<file path="src/svm_pkg.sv">
// Shared constants, command and status codes, and control/status bundles for the stack VM.
package svm_pkg;

  // Fixed geometry: addresses are 10 bits, counts and the stack pointer 11 bits
  localparam int STACK_DEPTH = 1024;
  localparam int PROG_DEPTH  = 1024;
  localparam int VALUE_WIDTH = 32;

  localparam int CMD_W     = 4;
  localparam int VAL_W     = 32;
  localparam int ADDR_W    = $clog2(PROG_DEPTH);
  localparam int MEM_AW    = $clog2(STACK_DEPTH);
  localparam int PTR_W     = MEM_AW + 1;
  localparam int CNT_W     = 11;
  localparam int DROP_W    = CNT_W + 1;
  localparam int CFG_IDX_W = 1;
  localparam int STS_W     = 2;

  // Configuration register indexes
  localparam logic [CFG_IDX_W-1:0] CFG_FRAME_ARGS   = 1'b0;
  localparam logic [CFG_IDX_W-1:0] CFG_FRAME_LOCALS = 1'b1;

  typedef enum logic [CMD_W-1:0] {
    CMD_PUSH_ARG    = 4'd0,
    CMD_START_FRAME = 4'd1,
    CMD_CONST       = 4'd2,
    CMD_GET_LOCAL   = 4'd3,
    CMD_SET_LOCAL   = 4'd4,
    CMD_ADD         = 4'd5,
    CMD_SUB         = 4'd6,
    CMD_JUMP        = 4'd7,
    CMD_JZ          = 4'd8,
    CMD_JNEG        = 4'd9,
    CMD_RETURN      = 4'd10,
    CMD_POP_RESULT  = 4'd11
  } cmd_t;

  typedef enum logic [STS_W-1:0] {
    ST_OK    = 2'd0,
    ST_OVER  = 2'd1,
    ST_UNDER = 2'd2,
    ST_BAD   = 2'd3
  } status_t;

  // Controller to datapath
  typedef struct packed {
    logic cap;         // capture request, read first operand
    logic rd2;         // latch first operand, read second
    logic exec;        // write back, commit state, load result
    logic clear_step;  // write one zero local
  } ctl_t;

  // Datapath to controller
  typedef struct packed {
    logic start_clear;
    logic clear_last;
  } sts_t;

endpackage

</file>
<file path="src/svm_ctrl.sv">
// Sequencer for the stack VM: accepts requests, steps reads, clears and commit.
module svm_ctrl (
  input  logic                    clk,
  input  logic                    rst,
  input  logic                    in_valid,
  output logic                    in_ready,
  input  logic [svm_pkg::CMD_W-1:0] in_cmd,
  output logic                    out_valid,
  input  logic                    out_ready,
  input  svm_pkg::sts_t           sts,
  output svm_pkg::ctl_t           ctl
);
  import svm_pkg::*;

  typedef enum logic [3:0] {
    S_IDLE  = 4'b0001,
    S_READ2 = 4'b0010,
    S_EXEC  = 4'b0100,
    S_CLEAR = 4'b1000
  } state_t;

  state_t state, state_next;
  logic   out_free;
  cmd_t   in_cmd_dec;

  assign in_cmd_dec = cmd_t'(in_cmd);
  assign out_free   = !out_valid || out_ready;
  assign in_ready   = (state == S_IDLE);

  // Next state and commands
  always_comb begin
    ctl        = '0;
    state_next = state;
    unique case (state)
      S_IDLE: begin
        if (in_valid) begin
          ctl.cap = 1'b1;
          if (in_cmd_dec == CMD_ADD || in_cmd_dec == CMD_SUB) begin
            state_next = S_READ2;
          end else begin
            state_next = S_EXEC;
          end
        end
      end
      S_READ2: begin
        ctl.rd2    = 1'b1;
        state_next = S_EXEC;
      end
      S_EXEC: begin
        if (sts.start_clear) begin
          state_next = S_CLEAR;
        end else if (out_free) begin
          ctl.exec   = 1'b1;
          state_next = S_IDLE;
        end
      end
      S_CLEAR: begin
        ctl.clear_step = 1'b1;
        if (sts.clear_last && out_free) begin
          ctl.exec   = 1'b1;
          state_next = S_IDLE;
        end
      end
      default: begin
        state_next = S_IDLE;
      end
    endcase
  end

  // Advance state
  always_ff @(posedge clk) begin
    if (rst) begin
      state <= S_IDLE;
    end else begin
      state <= state_next;
    end
  end

  // Hold result valid until taken
  always_ff @(posedge clk) begin
    if (rst) begin
      out_valid <= 1'b0;
    end else if (ctl.exec) begin
      out_valid <= 1'b1;
    end else if (out_ready) begin
      out_valid <= 1'b0;
    end
  end

  a_exec_free: assert property (@(posedge clk) disable iff (rst)
    ctl.exec |-> (!out_valid || out_ready))
    else $error("commit while result register is occupied");

  a_exec_idle: assert property (@(posedge clk) disable iff (rst)
    ctl.exec |=> (state == S_IDLE))
    else $error("no return to idle after commit");

  a_cap_busy: assert property (@(posedge clk) disable iff (rst)
    ctl.cap |=> !in_ready)
    else $error("new request taken before the previous one finished");

endmodule

</file>
<file path="config.mk">
export PLATFORM = sky130hd
export DESIGN_NAME = svm_ctrl
export DESIGN_NICKNAME = d
export VERILOG_FILES = /design/src/svm_pkg.sv /design/src/svm_ctrl.sv
export SDC_FILE = /design/constraint.sdc
export NUM_CORES = 1
export LEC_CHECK = 0
export BUFFER_PORTS_ARGS = -buffer_cell sky130_fd_sc_hd__buf_4
export CAP_MARGIN = 20
export CORE_AREA = 2 2 39 41
export CTS_CLUSTER_DIAMETER = 30
export CTS_CLUSTER_SIZE = 25
export DETAILED_ROUTE_END_ITERATION = 10
export DIE_AREA = 0 0 41 43
export PLACE_DENSITY = 0.5
export SYNTH_ARGS = -nofsm -noshare
export SYNTH_HDL_FRONTEND = slang
export SYNTH_SLANG_ARGS = --single-unit
export TNS_END_PERCENT = 10
</file>
<file path="constraint.sdc">
create_clock -name clk -period 2.6 [get_ports clk]
set_input_delay 0.13 -clock clk [delete_from_list [all_inputs] [get_ports clk]]
set_output_delay 0.13 -clock clk [all_outputs]
set_load 0.02 [all_outputs]
</file>
=== After elaboration in Yosys (flattened, before gate mapping) ===
Cells that the tools add are included.

* Eq/ne operators: 9
* Multiplexer cells: 16
* Reduce and logical (&&, ||, !) cells: 6

{| class="wikitable"
|+ Operators with widths
! operator !! count
|-
| 2-to-1 mux 4 bit || 4
|-
| case mux 4 bit (4 select lines) || 1
|-
| == test 4 x 3 -> 1 bit, second input constant || 3
|-
| 2-to-1 mux 1 bit || 9
|-
| == test 4 x 1 -> 1 bit, second input constant || 1
|-
| == test 4 x 2 -> 1 bit, second input constant || 1
|-
| == test 4 bit, second input constant || 1
|-
| inequality test 2 bit, second input constant || 2
|-
| 2-to-1 mux 3 bit || 1
|-
| inequality test 3 bit, second input constant || 1
|-
| AND reduction 3 bit || 1
|-
| logical OR 1 bit || 2
|-
| case mux 1 bit (2 select lines) || 1
|-
| nonzero test 2 bit || 1
|-
| logical AND 1 bit || 1
|-
| zero test 1 bit || 1
|}

* Bits in registers: 5
* Bits of input ports: 10
* Output and inout port bits: 6
* Word-level logic and storage cells: 33

=== Logic depth before layout (Yosys ltp) ===
* Depth after elaboration: 6
* Depth in mapped cells: 4
* Mapped depth without buffers: 4

=== Worst setup path after synthesis ===
OpenSTA, ideal clock, no wires.

* Path kind: register to register
* From: register state[2]
* To: register state[0]
* Arrival time: 1624 ps
* Required time: 2484 ps
* Slack: 860 ps
* Cell stages (with the launch flop): 4
* Path buffers: 0
* Cells stage by stage: dfxtp_1 nor4b_1 nor3_1 a31o_1

* Cells in the longest elaborated chain, start to end: 3
* Elaborated cells between the ends (all ways): 9

{| class="wikitable"
|+ Ends and longest elaborated chain
! item !! line !! text
|-
| start, declared || svm_ctrl.sv:22 || <nowiki>state_t state, state_next;</nowiki>
|-
| start signal, assigned || svm_ctrl.sv:75 || <nowiki>state <= state_next;</nowiki>
|-
| == test 4 x 3 -> 1 bit, or another cell as far along || svm_ctrl.sv:34 || <nowiki>unique case (state)</nowiki>
|-
| inequality test 3 bit (no line) / inequality test 2 bit (equally long branches) || -- ||
|-
| AND reduction 3 bit (no line) || -- ||
|}

Parallel ways exist; a longest one is shown, timed or not.
A chain may end at the register's enable or synchronous reset.

==> flow_metrics.env <==
export IMPL_status="finished, final reports clean"
export IMPL_fin_util_pct=32.2
export IMPL_pwr_share_seq_pct=35.8
export IMPL_cts_tree="yes"
export IMPL_synth_area_top_cells="dfxtp_1, a21oi_1, nor4b_2, or4b_4, a211oi_2"
export IMPL_reg2reg_slack_ps=1100
export IMPL_leakage_nw=0.186
export IMPL_async_flop_share_pct=0
export IMPL_yosysSeqAreaShare_pct=34.9
export IMPL_dr_total_vias=285
export IMPL_synthAdderAreaFrac_pct=0
export IMPL_intPower_mw=0.179
export IMPL_wl_met3_um=61
export IMPL_crit_buf_inv=2
export IMPL_wl_met1_um=278
export IMPL_stdcell_count=65
export IMPL_synth_nets=40
export IMPL_worst_pin_slew_ps=414
export IMPL_fin_crit_ps=1680
export IMPL_p_sw_share_pct=29.3
export IMPL_clk_pin_slew_worst_paths_ps=40
export IMPL_critical_path_slowest_cell="or4b_1"
export IMPL_grt_overflow=0
export IMPL_hp_class="input port to flop"
export IMPL_yosys_warnings=0
export IMPL_antenna_found_initial=0
export IMPL_r2r_start="state[2]"
export IMPL_cts_htree_levels=1
export IMPL_p_clk_share_pct=35.3
export IMPL_seqCellArea_um2=100
export IMPL_synth_cells=30
export IMPL_setup_violations=0
export IMPL_drt_iter0_drc=8
export IMPL_avgSynthCellArea_um2=9.55
export IMPL_grt_pass1_wl_um=1190
export IMPL_switchingPower_mw=0.0743
export IMPL_top_layer="met4"
export IMPL_hpwl_um=528
export IMPL_synthSimpleGateAreaFrac_pct=40.2
export IMPL_crit_chain="or4b_1 -> inv_2 -> and2_1 -> buf_4"
export IMPL_start_util_pct=20.7
export IMPL_antenna_left=0
export IMPL_worst_endpoint_arrival_ps=1550
export IMPL_synth_compound_area_share_pct=17.9
export IMPL_cts_hold_buffers=0
export IMPL_cpPeakStageDelay_ps=600
export IMPL_drive_above_1_share_pct=49.0
export IMPL_finalCritPeriodShare_pct=64.6
export IMPL_nets=60
export IMPL_ir_drop_mv=0.200
export IMPL_pwr_share_comb_pct=29.0
export IMPL_multi_input_area_um2=175
export IMPL_slew_viol_final=0
export IMPL_critPathRequiredTime_ps=2470
export IMPL_worstHoldStart="rst"
export IMPL_dpl_cell_count=61
export IMPL_postCtsSetupBuffers=0
export IMPL_critical_path_top_delay_family="simple AND/OR/NAND/NOR gates"
export IMPL_syn_cell_area_um2=287
export IMPL_drv_cap=0
export IMPL_synth_top_family_by_area="simple AND/OR/NAND/NOR gates"
export IMPL_cp_end_kind="output port"
export IMPL_hold_end="state[1]"
export IMPL_num_io_pins=16
export IMPL_final_hold_viol_count=0
export IMPL_viasPerCell=4.38
export IMPL_ys_ff_latch=5
export IMPL_cp_max_fo=4
export IMPL_synth_edf_count=0
export IMPL_first_pass_iters=4
export IMPL_die_h_um=43
export IMPL_yosys_area_top_type_share_pct=34.9
export IMPL_clock_path_buffers=2
export IMPL_p_total_mw=0.253
export IMPL_final_fill_count=153
export IMPL_maxSlewHeadroom_pct=72.0
export IMPL_powerDensity_nw_per_um2=569
export IMPL_routedWlPerCell_um=9.95
export IMPL_rows=14
export IMPL_synthMuxAreaShare_pct=0
export IMPL_synth_common_cells="dfxtp_1, a21oi_1, inv_1"
export IMPL_synth_most_common_cell="dfxtp_1"
export IMPL_cts_resized=0
export IMPL_critPathKind="flop to output port"
export IMPL_grt_pass1_vias=322
export IMPL_numClockSinks=5
export IMPL_skew_ps=1.57
export IMPL_die_area_um2=1760
export IMPL_die_w_um=41
export IMPL_grt_usage_pct=10.5
export IMPL_fmax_mhz=595
export IMPL_drc=0
export IMPL_synth_xor_area_share_pct=3.06
export IMPL_startpoint_type="flop"
export IMPL_routed_wl_um=647
export IMPL_met2_length_um=283
export IMPL_worstRegToRegCells=4
export IMPL_synth_cell_type_count=23
export IMPL_area_growth_syn_to_layout_pct=55.5
export IMPL_synth_largest_area_cell="dfxtp_1"
export IMPL_cts_root_buf="clkbuf_4"
export IMPL_worst_hold_path_num_cells=2
export IMPL_grt_max_degree=5
export IMPL_cts_buffers_inserted=3
export IMPL_regToRegEndpoint="state[0]"
export IMPL_rsz0062_at_grt="no"
export IMPL_port_buffers=15
export IMPL_antenna_cells=0
export IMPL_gp_congestion=0.647
export IMPL_core_area_um2=1380
export IMPL_final_setup_tns_ps=0
export IMPL_yosys_most_used_dff="dfxtp_1"
export IMPL_clk_latency_ps=240
==> logic make-up after synthesis <==
family / Yosys count
and+or+nand+nor: 14
xor gates and xnor gates: 1
buffers and inverters: 3
DFF: 5
AOI/OAI and AO/OA: 7
==> power by group through the flow <==
stage                     clock network (mW)  logic [mW]  registers [mW]
after floorplan                            0      0.0423          0.0915
after global placement                     0      0.0743          0.0923
after detailed placement                   0      0.0732          0.0921
after CTS                             0.0941      0.0742          0.0907
after global routing                   0.100      0.0811          0.0916
final                                 0.0893      0.0734          0.0906
==> how the worst max path moves through the flow <==
| stage | startpoint | to | slack (ps) | cells after the start |
|---|---|---|---|---|
| after floorplan | state[2] | state[0] | 860 | 3 |
| after global placement | state[2] | state[0] | 1060 | 4 |
| after global routing | state[2] | ctl[3] | 820 | 4 |
| after CTS | state[3] | ctl[1] | 900 | 5 |
| after detailed placement | state[2] | state[0] | 1100 | 4 |
| final | state[2] | ctl[3] | 920 | 4 |
==> flip-flops by register name (all words and copies together) (netlist names) <==
| signal | count |
|---|---|
| out_valid | 1 |
| state | 4 |
==> layer usage <==
layer,vias up,GRT usage (%)
met3,4,3.14
li1,145,-
met5,-,0
met1,121,12.3
met4,0,10.0
met2,15,14.1
==> per-stage QoR <==
step                instance area [um2]  setup slack (ps)  hold WS (ps)
global route                        445               820          81.3
CTS                                 445               905          77.7
detailed placement                  419              1100           337
floorplan                           287               860           199
global placement                    419              1060           330
finish                              445               919          81.5
==> cell type report <==
cell class	instances	area share [%]
multi-input cells	22	39.3
repair buffers	15	25.3
flip-flops and latches	5	22.5
clock buffers	4	5.90
well taps	16	4.49
inverters	3	2.53
==> placed cells by master, fill, tap and decap left out <==
cell and count:
nor2b_1 1, a21boi_1 1, clkbuf_4 3, inv_2 1
a31o_1 1, or2_1 1, dfxtp_1 5, nor3_2 1
o21bai_1 1, buf_4 15, nor4b_2 1, nor2_1 1
nand3b_1 1, nand2b_1 1, nor3_1 1, and2_1 1
nor3b_2 1, nor4b_1 1, a211oi_2 1, inv_1 2
clkbuf_1 1, nand2_1 1, xor2_1 1, or4b_4 1
or4b_1 1, a21oi_1 3
Power figures use the tool's default switching activity.
